### config.mk
export PLATFORM = sky130hd
export DESIGN_NAME = qou_lane
export DESIGN_NICKNAME = d
export VERILOG_FILES = /design/src/hw/rtl/qou_pkg.sv /design/src/hw/rtl/qou_lane.sv
export SDC_FILE = /design/constraint.sdc
export NUM_CORES = 2
export LEC_CHECK = 0
export ABC_AREA = 1
export BUFFER_PORTS_ARGS = -buffer_cell sky130_fd_sc_hd__clkbuf_2
export CAP_MARGIN = 20
export CORE_MARGIN = 2
export CORE_UTILIZATION = 50
export CTS_BUF_LIST = sky130_fd_sc_hd__clkbuf_8
export DETAILED_ROUTE_END_ITERATION = 10
export PLACE_DENSITY = 0.69
export SYNTH_ARGS = -nofsm -noshare
export SYNTH_HDL_FRONTEND = slang
export SYNTH_SLANG_ARGS = --single-unit
### constraint.sdc
create_clock -name clock -period 8 [get_ports clock]
set_input_delay 1.6 -clock clock [delete_from_list [all_inputs] [get_ports clock]]
set_output_delay 1.6 -clock clock [all_outputs]
set_load 0.01 [all_outputs]
### src/hw/rtl/qou_pkg.sv
// Shared types, codes and term tables for the quaternion orientation unit.
// Used by the lane, square root and top level files; depends on nothing.
package qou_pkg;

   localparam int RAD_W  = 64;
   localparam int ROOT_W = RAD_W / 2;
   localparam int KIND_W = 3;
   localparam int EPS_W  = 17;

   localparam logic [KIND_W-1:0] KIND_LOAD   = 3'd0;
   localparam logic [KIND_W-1:0] KIND_MUL    = 3'd1;
   localparam logic [KIND_W-1:0] KIND_ROTV   = 3'd2;
   localparam logic [KIND_W-1:0] KIND_ADDV   = 3'd3;
   localparam logic [KIND_W-1:0] KIND_NORM   = 3'd4;
   localparam logic [KIND_W-1:0] KIND_ROTINV = 3'd5;

   localparam logic [2:0] PASS_HQO = 3'd0;
   localparam logic [2:0] PASS_HPQ = 3'd1;
   localparam logic [2:0] PASS_SCL = 3'd2;
   localparam logic [2:0] PASS_SQ  = 3'd3;
   localparam logic [2:0] PASS_TV  = 3'd4;
   localparam logic [2:0] PASS_RT  = 3'd5;

   typedef struct packed {
      logic valid;
      logic first;
      logic neg;
   } lane_ctl_type;

   // Hamilton product r = a * b: lane is the result component, bit k of the
   // sign mask marks a subtracted term.
   localparam logic [1:0] HAM_A [4][4] = '{
      '{2'd0, 2'd1, 2'd2, 2'd3}, '{2'd0, 2'd1, 2'd2, 2'd3},
      '{2'd0, 2'd2, 2'd3, 2'd1}, '{2'd0, 2'd3, 2'd1, 2'd2}};
   localparam logic [1:0] HAM_B [4][4] = '{
      '{2'd0, 2'd1, 2'd2, 2'd3}, '{2'd1, 2'd0, 2'd3, 2'd2},
      '{2'd2, 2'd0, 2'd1, 2'd3}, '{2'd3, 2'd0, 2'd2, 2'd1}};
   localparam logic [3:0] HAM_N [4] = '{4'b1110, 4'b1000, 4'b1000, 4'b1000};

   // Conjugate times vector, three terms per lane.
   localparam logic [1:0] TV_A [4][4] = '{
      '{2'd1, 2'd2, 2'd3, 2'd0}, '{2'd0, 2'd2, 2'd3, 2'd0},
      '{2'd0, 2'd3, 2'd1, 2'd0}, '{2'd0, 2'd1, 2'd2, 2'd0}};
   localparam logic [1:0] TV_B [4][4] = '{
      '{2'd1, 2'd2, 2'd3, 2'd0}, '{2'd1, 2'd3, 2'd2, 2'd0},
      '{2'd2, 2'd1, 2'd3, 2'd0}, '{2'd3, 2'd2, 2'd1, 2'd0}};
   localparam logic [3:0] TV_N [4] = '{4'b0000, 4'b0010, 4'b0010, 4'b0010};

   // Vector part of t * q; the first operand of term k is t component k.
   localparam logic [1:0] RT_B [4][4] = '{
      '{2'd0, 2'd0, 2'd0, 2'd0}, '{2'd1, 2'd0, 2'd3, 2'd2},
      '{2'd2, 2'd3, 2'd0, 2'd1}, '{2'd3, 2'd2, 2'd1, 2'd0}};
   localparam logic [3:0] RT_N [4] = '{4'b0000, 4'b1000, 4'b0010, 4'b0100};

endpackage

### src/hw/rtl/qou_lane.sv
// One multiply-accumulate lane: a registered product, then a floor shift
// and signed accumulation. Depends on qou_pkg for the lane control struct.
module qou_lane #(
   parameter int WORD_WIDTH = 32,
   parameter int FRAC_BITS  = 16,
   parameter int ACC_WIDTH  = 67
) (
   input  logic                          clock,
   input  logic                          reset,
   input  qou_pkg::lane_ctl_type         ctl_in,
   input  logic signed [WORD_WIDTH-1:0]  a_in,
   input  logic signed [WORD_WIDTH-1:0]  b_in,
   output logic signed [ACC_WIDTH-1:0]   acc_out
);
   import qou_pkg::*;

   lane_ctl_type                    ctl_ff;
   logic signed [2*WORD_WIDTH-1:0]  prod_ff;
   logic signed [ACC_WIDTH-1:0]     acc_ff;
   logic signed [ACC_WIDTH-1:0]     term;
   logic signed [ACC_WIDTH-1:0]     acc_in;

   always_comb begin
      term = ACC_WIDTH'(prod_ff >>> FRAC_BITS);
      if (ctl_ff.neg) begin
         term = -term;
      end
      acc_in = ctl_ff.first ? term : acc_ff + term;
   end

   always_ff @(posedge clock) begin
      if (reset) begin
         ctl_ff <= '0;
      end else begin
         ctl_ff <= ctl_in;
      end
      prod_ff <= a_in * b_in;
      if (ctl_ff.valid) begin
         acc_ff <= acc_in;
      end
   end

   assign acc_out = acc_ff;

endmodule

==> results.env <==
FINAL_NETS=8250
CTS_TREE='built'
YS.FLOP_TYPE='edfxtp_1'
WORST-ENDPOINT-REQUIRED_PS=8370
FIRST_GLOBAL_VIAS=43800
FP.DIEW_UM=315
TIMING.CLOCK.SKEW_PS=23.3
WORST-SETUP-PATH-TYPE='primary input to flop'
CTS-BUFFERS-INSERTED=17
GRT_SETUP_UNREPAIRED='yes'
PROPORTION_OF_SYNTHESIZED_FLIP_FLOPS_HAVING_ASYNCHRONOUS_SET_OR_RESET=0
MAX_FREQ_MHz=128
TCRIT_TCLK_FINAL=0.975
TIMING.CRITICAL_PATH.FROM_TYPE='primary input'
ROUTED_WL_UM=147000
AVGSYNTHCELLAREA_SQ_UM=7.55
SEQUENTIAL_CELL_AREA_SQ_UM=3040
FINAL_ANT_VIOL_NETS=0
SYNTH_EDF_COUNT=67
GPL.FINAL_WEIGHTED_CONGESTION=1.01
TOTAL_VIA_COUNT_AFTER_DETAILED_ROUTING=41400
DRT_DRC_VIOLATIONS_LEFT=0
NUMBER_OF_ROWS_CREATED_AT_FLOORPLAN=114
GRT_REMAINING_OVERFLOW=0
DRT_PASS1_ITERATIONS=8
MULTI_INPUT_AREA_SQ_UM=38200
SYNTH.TOP_CELLS.BY_AREA='fa_1 45%, inv_1 14%, nand2_1 13%'
HTREEDEPTH=4
FP.COREAREA_SQ_UM=96300
GRT_PASS1_WL_UM=239000
INITIALDRTVIOLATIONCOUNT=3237
SETUP-VIOLATIONS-FINAL=0
CRITPATHARRIVALTIME_PS=8170
FINISH.INSTANCE_AREA_SQ_UM=55400
MAXCAPVIOLATIONS=0
SLEW_HEADROOM=0.327
TIGHTEST_SLEW_PS=1010
SYN-CELL-AREA_SQ_UM=48400
TRITONCTS_NUM_SINKS=118
NUMBER_OF_ANTENNA_VIOLATIONS_AT_THE_FIRST_CHECK_IN_GLOBAL_ROUTING=1
CTS.REPORTEDPATHS.CLKPINSLEW_PS=80
STATUS='complete, no violations'
DRT-WIRELENGTH-PER-CELL_UM=18.0
PLACEDINSTANCEAREA_SQ_UM=54700
GLOBAL_ROUTE.USAGE.TOTAL=0.310
POST-SYNTH-TOP-AREA-FRACTION=0.448
SYNTH_MOST_COMMON_CELL='inv_1'
YS_WARN_COUNT=0
DP_HPWL_UM=130000
DRIVE_GT1_FRAC=0.121
SYNTH.LARGEST_AREA_CELL='fa_1'
UTILIZATION_AFTER_LAYOUT=0.576
PORT-BUFFER-COUNT=135
MAXSLEWVIOLCOUNT=0
NETLIST_INSTANCES=6404
DP_SLACK_PS=-453
CRITICAL_PATH.ENDPOINT_TYPE='flop'
CP_MAX_FO=11
PIN_COUNT_OF_THE_BIGGEST_NET_ENTERING_GLOBAL_ROUTING=68
YS_SEQ_ELEMENTS=118
YOSYS.CELL_TYPES.COUNT=48
CLOCK_INSERTION_DELAY_WORST_SKEW_PS=490
AVGVIACOUNTPERCELL=5.09
FINAL.MIN_CLOCK_PERIOD_PS=7800
DIE-AREA_SQ_UM=99200
IOS=136
MAX-CLOCK-PATH-BUFFERS=2
SYN-NUM-NETS=7802
POST_SYNTH_MOST_FREQUENT_CELLS='1801 x inv_1, 1723 x nand2_1, 1082 x fa_1'
HOLD_CLASS='flop to flop'
TIMING_HOLD_VIOLATIONS_FINAL=0
CLOCK-ROOT-BUFFER='clkbuf_8'
INITIAL_CORE_UTIL=0.502
WORST_SLACK_PS=203
YS_SEQ_AREA_FRAC=0.0627
SETUP_TOTAL_NEGATIVE_SLACK_PS=0
FILLERS=8991
FLOW.AREA_GROWTH_FROM_SYNTHESIS_PCT=14.6
DIEHEIGHT_UM=315
## flip-flops by register name, summed over array words and instances (netlist names)
signal / cells
ctl_ff: 3
prod_ff: 48
acc_out: 67
## cell families (layout without fill, tap and decap cells)
kind of cell,after synthesis,in the layout,share of synthesized area
other,0,1,0
AO/OA/AOI/OAI,411,411,0.0466
adder cells (fa/ha/maj),1329,1329,0.512
AND/OR/NAND/NOR,2433,2433,0.204
XOR/XNOR,99,99,0.0187
buffers and inverters,2014,2475,0.157
flip-flops,118,118,0.0627
## per-stage QoR
stage	hold slack [ps]	instances
final	680	8142
after global routing	721	8142
after CTS	680	8135
after detailed placement	660	8103
after global placement	627	8103
after floorplan	593	6404
## cell type report
class,instances,area share
inverters,1804,0.122
diodes,1,0.0000452
repair buffers,639,0.0988
well taps,1276,0.0288
clock inverters,15,0.00187
clock buffers,17,0.00422
flip-flops and latches,118,0.0548
multi-input cells,4272,0.689
## worst max-delay path, stage by stage
cell and delay, ps:
clkbuf_2 100, buf_12 150, nand2_1 70, inv_1 50, fa_2 600, fa_1 470, fa_2 680, buf_6 180
fa_1 440, fa_1 520, fa_1 500, fa_1 620, fa_1 440, ha_1 320, buf_4 170, nand2_1 100
buf_4 130, o21bai_1 80, a21oi_1 270, o21ai_0 140, buf_4 170, a21oi_1 120, nand2_1 90, xor2_1 140
## routing by layer
metal	GRT usage	vias to the layer above	part of all wire
li1	-	19300	-
met1	0.424	20600	0.43
met2	0.526	1358	0.48
met3	0.0351	238	0.060
met4	0.0756	0	0.028
met5	0	-	0
## path summary, 6_finish.rpt
kind,startpoint,to,slack (ps),depth (start not counted)
worst max-delay path,a_in[31],prod_ff[42],200,24
worst min-delay path,prod_ff[16],acc_out[0],680,2
worst max register to register,ctl_ff[0],acc_out[63],3620,15
worst min register to register,prod_ff[16],acc_out[0],680,2
## cell usage in the layout (no fill, tap or decap), types with 12 or more instances in the layout
master	count
nand3_1	162
clkbuf_8	17
a21oi_1	184
buf_12	79
inv_1	1796
clkbuf_2	134
o21ai_1	18
nor2_1	358
a21oi_2	12
ha_1	232
or2_2	28
edfxtp_1	67
nand2_1	1714
o21ai_0	116
dfxtp_1	49
ha_4	15
nor3_1	42
xor2_1	56
nand4_1	26
nand2_2	13
nor2_2	27
buf_4	417
fa_1	1075
o21bai_1	27
xnor2_1	37
## timing repair
| action | in CTS | in global routing |
|---|---|---|
| endpoints found under the setup margin | 0 | 35 |
| hold buffers | 0 | 0 |
| setup buffers | 0 | 6 |
| resized for setup | 0 | 79 |
Power is left out: the tool's default activity adds up to more than one toggle a clock period on the data nets, which glitch-free logic cannot reach.
