`src/hw/rtl/qou_pkg.sv`:
```
// Shared types, codes and term tables for the quaternion orientation unit.
// Used by the lane, square root and top level files; depends on nothing.
package qou_pkg;

   localparam int RAD_W  = 64;
   localparam int ROOT_W = RAD_W / 2;
   localparam int KIND_W = 3;
   localparam int EPS_W  = 17;

   localparam logic [KIND_W-1:0] KIND_LOAD   = 3'd0;
   localparam logic [KIND_W-1:0] KIND_MUL    = 3'd1;
   localparam logic [KIND_W-1:0] KIND_ROTV   = 3'd2;
   localparam logic [KIND_W-1:0] KIND_ADDV   = 3'd3;
   localparam logic [KIND_W-1:0] KIND_NORM   = 3'd4;
   localparam logic [KIND_W-1:0] KIND_ROTINV = 3'd5;

   localparam logic [2:0] PASS_HQO = 3'd0;
   localparam logic [2:0] PASS_HPQ = 3'd1;
   localparam logic [2:0] PASS_SCL = 3'd2;
   localparam logic [2:0] PASS_SQ  = 3'd3;
   localparam logic [2:0] PASS_TV  = 3'd4;
   localparam logic [2:0] PASS_RT  = 3'd5;

   typedef struct packed {
      logic valid;
      logic first;
      logic neg;
   } lane_ctl_type;

   // Hamilton product r = a * b: lane is the result component, bit k of the
   // sign mask marks a subtracted term.
   localparam logic [1:0] HAM_A [4][4] = '{
      '{2'd0, 2'd1, 2'd2, 2'd3}, '{2'd0, 2'd1, 2'd2, 2'd3},
      '{2'd0, 2'd2, 2'd3, 2'd1}, '{2'd0, 2'd3, 2'd1, 2'd2}};
   localparam logic [1:0] HAM_B [4][4] = '{
      '{2'd0, 2'd1, 2'd2, 2'd3}, '{2'd1, 2'd0, 2'd3, 2'd2},
      '{2'd2, 2'd0, 2'd1, 2'd3}, '{2'd3, 2'd0, 2'd2, 2'd1}};
   localparam logic [3:0] HAM_N [4] = '{4'b1110, 4'b1000, 4'b1000, 4'b1000};

   // Conjugate times vector, three terms per lane.
   localparam logic [1:0] TV_A [4][4] = '{
      '{2'd1, 2'd2, 2'd3, 2'd0}, '{2'd0, 2'd2, 2'd3, 2'd0},
      '{2'd0, 2'd3, 2'd1, 2'd0}, '{2'd0, 2'd1, 2'd2, 2'd0}};
   localparam logic [1:0] TV_B [4][4] = '{
      '{2'd1, 2'd2, 2'd3, 2'd0}, '{2'd1, 2'd3, 2'd2, 2'd0},
      '{2'd2, 2'd1, 2'd3, 2'd0}, '{2'd3, 2'd2, 2'd1, 2'd0}};
   localparam logic [3:0] TV_N [4] = '{4'b0000, 4'b0010, 4'b0010, 4'b0010};

   // Vector part of t * q; the first operand of term k is t component k.
   localparam logic [1:0] RT_B [4][4] = '{
      '{2'd0, 2'd0, 2'd0, 2'd0}, '{2'd1, 2'd0, 2'd3, 2'd2},
      '{2'd2, 2'd3, 2'd0, 2'd1}, '{2'd3, 2'd2, 2'd1, 2'd0}};
   localparam logic [3:0] RT_N [4] = '{4'b0000, 4'b1000, 4'b0010, 4'b0100};

endpackage

```
`src/hw/rtl/qou_sqrt.sv`:
```
// Digit-by-digit integer square root, two radicand bits per cycle.
// Depends on qou_pkg for the radicand and root widths.
module qou_sqrt (
   input  logic                        clock,
   input  logic                        reset,
   input  logic                        start_in,
   input  logic [qou_pkg::RAD_W-1:0]   radicand_in,
   output logic                        done_out,
   output logic [qou_pkg::ROOT_W-1:0]  root_out
);
   import qou_pkg::*;

   localparam int REM_W = ROOT_W + 3;
   localparam int CNT_W = $clog2(ROOT_W);

   logic              busy_ff;
   logic              done_ff;
   logic [CNT_W-1:0]  cnt_ff;
   logic [RAD_W-1:0]  rad_ff;
   logic [REM_W-1:0]  rem_ff;
   logic [ROOT_W-1:0] root_ff;
   logic [REM_W-1:0]  rem_sh;
   logic [REM_W-1:0]  trial;
   logic              ge;

   always_comb begin
      rem_sh = {rem_ff[REM_W-3:0], rad_ff[RAD_W-1:RAD_W-2]};
      trial  = REM_W'({root_ff, 2'b01});
      ge     = rem_sh >= trial;
   end

   always_ff @(posedge clock) begin
      if (reset) begin
         busy_ff <= 1'b0;
         done_ff <= 1'b0;
      end else begin
         done_ff <= busy_ff && (cnt_ff == '0);
         if (start_in) begin
            busy_ff <= 1'b1;
         end else if (busy_ff && (cnt_ff == '0)) begin
            busy_ff <= 1'b0;
         end
      end
      if (start_in) begin
         rad_ff  <= radicand_in;
         rem_ff  <= '0;
         root_ff <= '0;
         cnt_ff  <= CNT_W'(ROOT_W - 1);
      end else if (busy_ff) begin
         rad_ff  <= rad_ff << 2;
         rem_ff  <= ge ? rem_sh - trial : rem_sh;
         root_ff <= {root_ff[ROOT_W-2:0], ge};
         cnt_ff  <= cnt_ff - 1'b1;
      end
   end

   assign done_out = done_ff;
   assign root_out = root_ff;

endmodule

```
`config.mk`:
```
export PLATFORM = sky130hd
export DESIGN_NAME = qou_sqrt
export DESIGN_NICKNAME = d
export VERILOG_FILES = /design/src/hw/rtl/qou_pkg.sv /design/src/hw/rtl/qou_sqrt.sv
export SDC_FILE = /design/constraint.sdc
export NUM_CORES = 1
export LEC_CHECK = 0
export BUFFER_PORTS_ARGS = -buffer_cell sky130_fd_sc_hd__buf_2
export CAP_MARGIN = 15
export CORE_UTILIZATION = 50
export DETAILED_ROUTE_END_ITERATION = 7
export PLACE_DENSITY = 0.74
export SLEW_MARGIN = 20
export SYNTH_ARGS = -nofsm -noshare
export SYNTH_HDL_FRONTEND = slang
export SYNTH_SLANG_ARGS = --single-unit
```
`constraint.sdc`:
```
create_clock -name clock -period 5.7 [get_ports clock]
set_input_delay 1.425 -clock clock [delete_from_list [all_inputs] [get_ports clock]]
set_output_delay 1.425 -clock clock [all_outputs]
set_load 0.05 [all_outputs]
```
==> impl_metrics.json <==
{
  "drtIter0Drc": 293,
  "hpwl_um": 10600,
  "fin_tns_setup_ns": 0,
  "syn2layout_area_growth_pct": 16.0,
  "synth.largest_area_cell": "edfxtp_1",
  "setup_viol": 0,
  "die_x_um": 125,
  "synth_top_family_by_area": "compound AO/OA/AOI/OAI gates",
  "cts_buffers": 17,
  "grt_first_pass_wirelength_um": 25600,
  "mostFrequentLayoutCells": "buf_2 (98), nor2_1 (81), dfxtp_1 (71)",
  "grt_overflow": 0,
  "synthXorXnorAreaFrac_pct": 4.07,
  "critPathLaunchType": "flip-flop",
  "rows": 44,
  "io_pins": 100,
  "antenna_cells": 0,
  "first_pass_iters": 7,
  "hold_start": "rem_ff[8]",
  "worst_slew_pin_slew_ns": 1.03,
  "avgSynthCellArea_um2": 10.7,
  "syn_nets": 805,
  "ys_seq_elements": 136,
  "crit_start": "root_out[6]",
  "reg2regPathDepth": 12,
  "min_path_type": "reg -> reg",
  "htreeDepth": 4,
  "status": "finished with violations",
  "path_buf_inv": 2,
  "worstPathArrival_ns": 4.01,
  "vias": 5485,
  "clk_pin_slew_ns": 0.06,
  "synthAdderAreaFrac_pct": 5.81,
  "fin_area_um2": 8740,
  "endpoint": "rem_ff[10]",
  "grt_max_degree": 65,
  "drc": 6,
  "netlist.area_leader.share_pct": 25.5,
  "dieArea_um2": 15600,
  "worstPathMaxFanout": 31,
  "start_util_pct": 51.5,
  "wirelength_um": 15400,
  "cts_sinks": 136,
  "synthSimpleGateAreaFrac_pct": 9.71,
  "fin_crit_sh_pct": 65.2,
  "cp_cell_sequence": "inv_1 -> ha_1 -> a21o_1 -> a211o_1 -> a21oi_1 -> a21boi_4 -> o31ai_4 -> a41oi_4 -> buf_12 -> mux2_4 -> mux2i_1 -> nor2_1",
  "clkLatencyLatePin_ns": 0.42,
  "place_area_um2": 8140,
  "tritoncts": "done",
  "synth.distinct_cells": 63,
  "via_per_inst": 5.57,
  "yosysSeqAreaShare_pct": 44.6,
  "synth-async-reset-ratio_pct": 0,
  "r2r_slack_ns": 1.98,
  "crit_type": "reg -> reg",
  "dieHeight_um": 125,
  "core_area_um2": 14600,
  "grt_pass1_vias": 5414,
  "finish.utilization_pct": 59.7,
  "synth_area_leaders": "edfxtp_1 (25%), dfxtp_1 (19%), mux2_2 (9.3%)",
  "rsz0062_at_grt": "no",
  "max-slew-margin-rel_pct": 30.9,
  "n_fill_cell": 1219,
  "violations": "design-rule violations",
  "cp.depth": 12,
  "critPathRequiredTime_ns": 5.99,
  "p_per_area_nw_per_um2": 531,
  "synth_mux_area_share_pct": 14.7,
  "synth_flop_cell": "dfxtp_1",
  "antenna_found_initial": 0,
  "critPathMaxStageDelay_ns": 0.88,
  "layout-drive-gt1-share_pct": 30.0,
  "crit_family": "compound AO/OA/AOI/OAI gates",
  "p_leak_nw": 3.58,
  "post_cts_buffers": 0,
  "end_kind": "flip-flop",
  "io_buffer_count": 99,
  "drv_slew": 0,
  "r2r-start": "root_out[6]",
  "grt_usage_pct": 20.4,
  "wire_per_inst_um": 15.6,
  "ir_drop_v": 0.000262,
  "fin_crit_ns": 3.72,
  "hold_viol_final": 0,
  "cap_violations": 0,
  "cts_buffer_depth": 2,
  "skew_ns": 0.00908,
  "nets": 890,
  "final_antenna_net_count": 0,
  "globalplace.congestion": 0.927,
  "ctsHoldBuffers": 0,
  "cts_resized": 0,
  "fmax_mhz": 269,
  "synth_compound_area_share_pct": 16.5,
  "root_buffer": "clkbuf_16",
  "crit_path_top_delay_cell": "a41oi_4",
  "timing.rr.end": "rem_ff[10]",
  "yosys_warnings": 0,
  "final_common_cell": "buf_2",
  "synth-edff-count": 64,
  "synthCells": 703,
  "synthesis.area_um2": 7540,
  "power.total_mw": 4.65
}
final cells by class:
type                    instances  area [um2]  share of cell area, %
multi-input cells             489        3840                   44.0
flip-flops and latches        136        3370                   38.5
repair buffers                104         548                   6.27
clock buffers                  17         425                   4.86
well taps                     184         230                   2.63
clock inverters                15         180                   2.06
inverters                      40         150                   1.72
Yosys cell counts (all sizes together), types with 2 or more instances:
cell type,instances
nor2,82
nor3,7
nand2b,10
mux2i,38
o21a,5
a2111oi,2
a21o,22
inv,40
nand3,4
a31oi,4
a21oi,44
buf,15
a211oi,24
or2,2
dfxtp,72
a32oi,8
or3,2
nor2b,4
and2,4
xnor2,22
and3,3
xor2,13
nand4,8
mux2,64
o21bai,7
a41oi,3
nand2,25
o21ai,22
a21boi,2
edfxtp,64
clkbuf,23
ha,35
o31ai,5
and4,4
flip-flops by register name (all words and copies together) (netlist names):
name / flops
busy_ff: 1
rad_ff: 64
done_out: 1
rem_ff: 33
cnt_ff: 5
root_out: 32
power by group:
group          switching, mW  internal [mW]
sequential            0.0883           1.16
clock                  0.469          0.664
combinational           1.29          0.982
total                   1.84           2.80
how the worst min path moves through the flow:
stage | to | slack [ns] | cells past startpoint
6_report | rem_ff[8] | 0.47 | 2
5_1_grt | rem_ff[27] | 0.50 | 2
4_1_cts | rem_ff[23] | 0.47 | 2
3_5_place_dp | rem_ff[23] | 0.47 | 2
3_3_place_gp | rem_ff[31] | 0.46 | 2
2_1_floorplan | rem_ff[31] | 0.44 | 2
routing by layer:
| layer | part of all wire [%] | global-route usage, % |
|---|---|---|
| met1 | 46 | 25.7 |
| met2 | 48 | 33.6 |
| met3 | 5.0 | 5.67 |
| met4 | 0.96 | 6.61 |
| met5 | 0 | 0 |
worst min-delay path: stages, from the launching register on:
cell	delay [ns]
dfxtp_1	0.32
nand2_1	0.05
o21ai_1	0.05
through the flow:
step,hold WS [ns],std cells,setup WS [ns]
after floorplan,0.436,703,2.06
after global placement,0.457,953,2.14
after detailed placement,0.466,953,2.04
after CTS,0.475,985,2.00
after global routing,0.496,985,1.72
final,0.472,985,1.98
cell families (layout without fill, tap and decap cells):
| kind of cell | Yosys count | after routing |
|---|---|---|
| AO/OA/AOI/OAI | 159 | 159 |
| AND/OR/NAND/NOR | 158 | 158 |
| XOR/XNOR | 35 | 35 |
| multiplexers | 102 | 102 |
| flip-flops | 136 | 136 |
| buffers and inverters | 78 | 176 |
| adder cells (fa/ha/maj) | 35 | 35 |
(Power assumes the default switching activity.)
