$ cat config.mk
export PLATFORM = sky130hd
export DESIGN_NAME = qou_div
export DESIGN_NICKNAME = d
export VERILOG_FILES = /design/src/hw/rtl/qou_div.sv
export SDC_FILE = /design/constraint.sdc
export NUM_CORES = 1
export LEC_CHECK = 0
export BUFFER_PORTS_ARGS = -buffer_cell sky130_fd_sc_hd__buf_2
export CORE_MARGIN = 1.5
export CORE_UTILIZATION = 45
export CTS_BUF_LIST = sky130_fd_sc_hd__clkbuf_2
export DETAILED_ROUTE_END_ITERATION = 8
export PLACE_DENSITY = 0.66
export SYNTH_ARGS = -nofsm -noshare
export SYNTH_HDL_FRONTEND = slang
export SYNTH_SLANG_ARGS = --single-unit
export TNS_END_PERCENT = 50
$ cat constraint.sdc
create_clock -name clock -period 3.6 [get_ports clock]
set_input_delay 0.54 -clock clock [delete_from_list [all_inputs] [get_ports clock]]
set_output_delay 0.54 -clock clock [all_outputs]
set_load 0.01 [all_outputs]
$ cat src/hw/rtl/qou_div.sv
// Restoring unsigned divider, one quotient bit per cycle, one per lane.
// Self-contained; the top level supplies magnitudes and applies signs.
module qou_div #(
   parameter int DVD_WIDTH = 48,
   parameter int DSR_WIDTH = 32
) (
   input  logic                  clock,
   input  logic                  reset,
   input  logic                  start_in,
   input  logic [DVD_WIDTH-1:0]  dividend_in,
   input  logic [DSR_WIDTH-1:0]  divisor_in,
   output logic                  done_out,
   output logic [DVD_WIDTH-1:0]  quotient_out
);
   localparam int CNT_W = $clog2(DVD_WIDTH);

   logic                 busy_ff;
   logic                 done_ff;
   logic [CNT_W-1:0]     cnt_ff;
   logic [DVD_WIDTH-1:0] dvd_ff;
   logic [DVD_WIDTH-1:0] quo_ff;
   logic [DSR_WIDTH-1:0] dsr_ff;
   logic [DSR_WIDTH:0]   rem_ff;
   logic [DSR_WIDTH:0]   rem_sh;
   logic                 ge;

   always_comb begin
      rem_sh = {rem_ff[DSR_WIDTH-1:0], dvd_ff[DVD_WIDTH-1]};
      ge     = rem_sh >= {1'b0, dsr_ff};
   end

   always_ff @(posedge clock) begin
      if (reset) begin
         busy_ff <= 1'b0;
         done_ff <= 1'b0;
      end else begin
         done_ff <= busy_ff && (cnt_ff == '0);
         if (start_in) begin
            busy_ff <= 1'b1;
         end else if (busy_ff && (cnt_ff == '0)) begin
            busy_ff <= 1'b0;
         end
      end
      if (start_in) begin
         dvd_ff <= dividend_in;
         dsr_ff <= divisor_in;
         rem_ff <= '0;
         quo_ff <= '0;
         cnt_ff <= CNT_W'(DVD_WIDTH - 1);
      end else if (busy_ff) begin
         dvd_ff <= dvd_ff << 1;
         rem_ff <= ge ? rem_sh - {1'b0, dsr_ff} : rem_sh;
         quo_ff <= {quo_ff[DVD_WIDTH-2:0], ge};
         cnt_ff <= cnt_ff - 1'b1;
      end
   end

   assign done_out     = done_ff;
   assign quotient_out = quo_ff;

endmodule

==> results of run 1 <==
[logic make-up after synthesis]
logic type,Yosys count
AO/OA/AOI/OAI,131
XOR/XNOR,29
adder cells (fa/ha/maj),34
buffers and inverters,75
flip-flops,168
multiplexers,96
AND/OR/NAND/NOR,240
[routing by layer]
metal	GRT usage, %	up-vias	routed length (um)
met2	30.1	127	8040
met3	5.37	9	897
met5	0	-	0
met4	4.34	0	129
met1	25.6	2829	7970
li1	-	3142	-
[layout make-up]
cell class | count | area share, %
Clock inverter | 13 | 1.39
Sequential cell | 168 | 42.6
Tap cell | 229 | 2.93
Antenna cell | 2 | 0.0512
Inverter | 40 | 1.53
Multi-Input combinational cell | 530 | 38.0
Timing Repair Buffer | 188 | 12.5
Clock buffer | 19 | 0.972
[sequential cells by signal, indices dropped and copies added (netlist names)]
| signal | count |
|---|---|
| rem_ff | 32 |
| dsr_ff | 32 |
| cnt_ff | 6 |
| busy_ff | 1 |
| done_out | 1 |
| quotient_out | 48 |
| dvd_ff | 48 |
[power by group]
group	total (mW)	leakage, nW	switching, mW	internal (mW)
Combinational	0.585	2.57	0.303	0.282
Sequential	2.17	1.51	0.0472	2.13
Clock	0.988	0.149	0.705	0.282
Total	3.75	4.23	1.06	2.69
[worst max-delay path, delay by kind of cell, from the launching register on]
kind	cells	cell delay, ps
AO/OA/AOI/OAI	5	1290
AND/OR/NAND/NOR	3	930
flip-flops	1	370
adder cells (fa/ha/maj)	1	370
buffers and inverters	1	40
[placed cells by master (no fill, tap or decap), types with 19 or more instances in the layout]
cell type,n
a21oi_1,33
buf_2,130
clkbuf_2,19
dfxtp_1,87
dlygate4sd3_1,48
edfxtp_1,80
ha_1,33
inv_1,39
mux2_2,47
mux2i_1,49
nand2_1,61
nand3_1,20
nor2_1,92
xnor2_1,21
[cell usage after synthesis, types with 14 or more instances]
master	number
nor2_1	92
dfxtp_1	88
edfxtp_1	80
nand2_1	61
mux2i_1	49
mux2_2	47
inv_1	40
a21oi_1	33
ha_1	33
xnor2_1	21
nand3_1	20
clkbuf_1	17
a21o_1	15
a311oi_1	14
o21ai_0	14
[how the worst max path moves through the flow]
stage	from	endpoint	cells after the start
floorplan	dsr_ff[22]$_DFFE_PP_	rem_ff[26]$_SDFFE_PP0P_	12
global placement	dsr_ff[20]$_DFFE_PP_	rem_ff[13]$_SDFFE_PP0P_	10
detailed placement	dsr_ff[20]$_DFFE_PP_	rem_ff[13]$_SDFFE_PP0P_	10
CTS	dsr_ff[20]$_DFFE_PP_	rem_ff[13]$_SDFFE_PP0P_	10
global route	dsr_ff[19]$_DFFE_PP_	rem_ff[7]$_SDFFE_PP0P_	10
finish	dsr_ff[20]$_DFFE_PP_	rem_ff[13]$_SDFFE_PP0P_	10
[through the flow]
stage | hold WS, ps | area, um^2
5_1_grt | 1.42 | 9780
6_report | 82.3 | 9780
2_1_floorplan | 443 | 8180
3_3_place_gp | 459 | 9070
3_5_place_dp | 467 | 9070
4_1_cts | 3.08 | 9750
==> impl_metrics.yaml, run 1 <==
outcome:
  status: "finished clean"
global_route:
  grt.overflow.total: 0
  grt_max_degree: 83
  grt_pass1_vias: 5858
  grt_first_pass_wirelength_um: 28500
  grt_usage_pct: 18.9
  antenna_found_initial: 1
sta:
  tightest_slew_ps: 844
  max_slew_margin_pct: 43.7
  rsz0062_at_grt: "no"
  finClkSkew_ps: 50.5
  setup_viol: 0
  finalWorstSetupSlack_ps: 536
  min_period_ps: 3060
  finalHoldViolCount: 0
  fmax_ghz: 0.326
  slew_viol_final: 0
  finalCritPeriodShare_pct: 85.1
  setup_tns_ps: 0
flow_run:
  timing.max_cap.violations: 0
critical_path:
  critPathSlowestCell: "a21o_1"
  critical_path_required_ps: 4240
  reg2regPathDepth: 10
  end_kind: "register"
  crit_chain: "inv_1 -> ha_1 -> a21oi_1 -> o21ai_0 -> a32o_1 -> a211o_1 -> or3_1 -> a21o_1 -> and3_1 -> nor4_2"
  path_class: "register to register"
  rrSetupSlack_ps: 540
  critPathMaxFanout: 20
  worstPathArrival_ps: 3700
  startpoint_type: "register"
  r2r-start: "dsr_ff[20]$_DFFE_PP_"
  r2r_end: "rem_ff[13]$_SDFFE_PP0P_"
  slowest_delay_ps: 420
final_layout:
  regArea_mm2: 0.00417
  syn2layout_area_growth_pct: 19.5
  fin_util_pct: 54.6
  multi_input_area_mm2: 0.00372
  nets: 1062
  instances_no_fill: 1189
  drive_gt1_share_pct: 23.8
  n_fill_cell: 1667
logic_synthesis:
  syn_area_per_cell_um2: 10.6
  async_reset_ff_share_pct: 0
  synth_xor_area_share_pct: 3.10
  synth_top_family_by_area: "simple AND/OR/NAND/NOR gates"
  yosysWarnings: 0
  synthTopCellsByArea: "edfxtp_1, dfxtp_1, mux2_2"
  ys_seq_area_share_pct: 50.9
  synth_nets: 890
  synthCells: 773
  synthesis.area_mm2: 0.00818
  synth_cell_types: 60
  synth_compound_area_share_pct: 11.1
  synth_top_area_share_pct: 29.4
  synth.area.mux_share_pct: 12.5
  synth_flop_cell: "dfxtp_1"
  ys_seq_elements: 168
  synth-simple-area-share_pct: 13.5
  yosysTopAreaCell: "edfxtp_1"
  synth_edf_count: 80
  synth_adder_area_share_pct: 5.29
cts:
  clock_path_buffers: 2
  cts_buffers: 17
  cts_root_buffer: "clkbuf_2"
  cts.hold.buffers_added: 45
  clock_sinks: 168
  cts_resized: 0
  cts.clk_slew.worst_paths_ps: 290
  clk_latency_ps: 750
  cts_tree: "done"
  post-cts-setup-buffers: 0
  htreeDepth: 4
routing:
  final_antenna_net_count: 0
  drc_errors: 0
  vias: 6107
  totalWireLength_um: 17000
  drtPass1Iterations: 5
  avgViaCountPerCell: 5.14
  wl_per_cell_um: 14.3
  drt-initial-drc-count: 366
pwr:
  p_leak_nw: 4.23
  total_power_mw: 3.75
  ir_drop_mv: 0.372
  power_density_mw_per_mm2: 383
placed_design:
  dp_worst_setup_slack_ps: 578
  dp_hpwl_um: 11600
  io_buffer_count: 131
  dpl.cell_count: 1107
  place.gp.congestion: 0.816
die:
  fp.dieH_um: 138
  start_util_pct: 45.7
  row_count: 49
  core_mm2: 0.0179
  die_x_um: 138
  die_area_mm2: 0.0190
  io_pins: 132
hold_path:
  min_to: "dvd_ff[1]$_DFFE_PP_"
  hp-start: "dividend_in[1]"
  min_path_type: "input port to register"
  hold_depth: 2
No activity file was read; power rests on OpenSTA's default activity.
==> inputs of run 2 (changes only) <==
CORE_UTILIZATION = 25   (was 45)
PLACE_DENSITY = 0.41   (was 0.66)
==> impl_metrics.yaml, run 2 (same netlist as run 1, synthesis figures left out) <==
final_layout:
  fin_util_pct: 32.2
  layout_common_cells: "buf_2, nor2_1, dfxtp_1"
  drive_gt1_share_pct: 23.1
  instances_no_fill: 1438
  nets: 1097
  post-route-cell-area_mm2: 0.0104
  syn2layout_area_growth_pct: 27.5
  final_common_cell: "buf_2"
critical_path:
  path_class: "register to register"
  rrSetupSlack_ps: 440
  slowest_delay_ps: 460
  end_kind: "register"
  worstPathArrival_ps: 3850
  startpoint_type: "register"
  crit_chain: "inv_1 -> ha_1 -> a21oi_1 -> o21ai_0 -> a32o_1 -> a211o_1 -> or3_1 -> a21o_1 -> and3_1 -> nor4_2"
  critPathMaxFanout: 20
  critical_path_required_ps: 4290
  critPathSlowestCell: "a21o_1"
sta:
  setup_tns_ps: 0
  finalCritPeriodShare_pct: 87.8
  max_slew_margin_pct: 49.3
  rsz0062_at_grt: "no"
  finalHoldViolCount: 0
  tightest_slew_ps: 742
  setup_viol: 0
  slew_viol_final: 0
  hold_slack_ps: 450
  min_period_ps: 3160
  finClkSkew_ps: 43.5
  fmax_ghz: 0.316
pwr:
  ir_drop_mv: 0.223
  p_leak_nw: 4.39
  power_density_mw_per_mm2: 373
global_route:
  antenna_found_initial: 2
  grt_first_pass_wirelength_um: 33300
  grt_max_degree: 101
  grt_pass1_vias: 6448
  grt.overflow.total: 0
  grt_usage_pct: 12.5
die:
  fp.dieH_um: 184
  die_x_um: 184
  io_pins: 132
  die_area_mm2: 0.0338
  core_mm2: 0.0324
  row_count: 66
  start_util_pct: 25.3
routing:
  drt-initial-drc-count: 272
  totalWireLength_um: 20400
  wl_per_cell_um: 14.2
  avgViaCountPerCell: 4.38
  vias: 6295
  drtPass1Iterations: 5
  drc_errors: 0
  final_antenna_net_count: 0
hold_path:
  min_path_type: "input port to register"
placed_design:
  placed_area_mm2: 0.00936
  io_buffer_count: 131
  place.gp.congestion: 0.778
  dp_hpwl_um: 13800
  dpl.cell_count: 1321
cts:
  cts.clk_slew.worst_paths_ps: 270
  htreeDepth: 4
  cts_root_buffer: "clkbuf_2"
  cts_tree: "done"
  clk_latency_ps: 790
  cts_buffers: 17
  clock_sinks: 168
  clock_path_buffers: 2
  cts_resized: 0
outcome:
  status: "finished clean"
flow_run:
  timing.max_cap.violations: 0
==> run 2: cell types whose count changed in the layout (fill, tap and decap cells not counted), sizes merged <==
cell         before  now
dlygate4sd3      48   82
buf             140  141
bufinv            1    2
clkbuf           19   18
clkinvlp          0    1
diode             2    3
inv              48   47
==> run 2: where the power goes <==
| part | switching (mW) | internal (mW) | total (mW) | leakage [nW] |
|---|---|---|---|---|
| registers | 0.0442 | 2.13 | 2.17 | 1.51 |
| logic | 0.325 | 0.309 | 0.634 | 2.72 |
| clock network | 0.748 | 0.345 | 1.09 | 0.152 |
==> run 2: critical path: cells and delay by family (launching register included) <==
kind,cells,cell delay [ps]
compound gates,5,1350
fa+ha+maj,1,360
buf+inv,1,40
flops,1,380
simple gates,3,960
==> run 2: worst paths after layout <==
path,start,to,cells after the start
worst max-delay path,dsr_ff[20]$_DFFE_PP_,rem_ff[13]$_SDFFE_PP0P_,10
worst min-delay path,divisor_in[0],dsr_ff[0]$_DFFE_PP_,2
worst max register to register,dsr_ff[20]$_DFFE_PP_,rem_ff[13]$_SDFFE_PP0P_,10
worst min register to register,quotient_out[33]$_SDFFE_PP0P_,quotient_out[34]$_SDFFE_PP0P_,2
==> run 2: area by class of cell <==
class / count / area [um^2]
fill: 3401 / 21900
clock buffer: 18 / 90.1
sequential: 168 / 4170
multi-input combinational: 530 / 3720
clock inverter: 14 / 164
timing repair buffer: 223 / 1580
antenna: 3 / 7.51
inverter: 40 / 150
tap: 442 / 553
==> run 2: timing repair <==
item / CTS / global route
hold buffers: 82 / 0
hold endpoints to repair: 85 / 0
setup buffers: 0 / 0
==> run 2: per-stage QoR <==
stage | setup slack [ps] | total power [mW]
after floorplan | 938 | 2.60
after global placement | 516 | 2.78
after detailed placement | 435 | 2.78
after CTS | 362 | 4.00
after global routing | 84.8 | 4.15
final | 440 | 3.90
==> run 2: layer usage <==
layer | wire, um | track usage [%] | share of wire [%]
met1 | 9830 | 16.2 | 48
met2 | 9530 | 20.5 | 47
met3 | 843 | 3.57 | 4.1
met4 | 155 | 3.31 | 0.76
met5 | 0 | 0 | 0
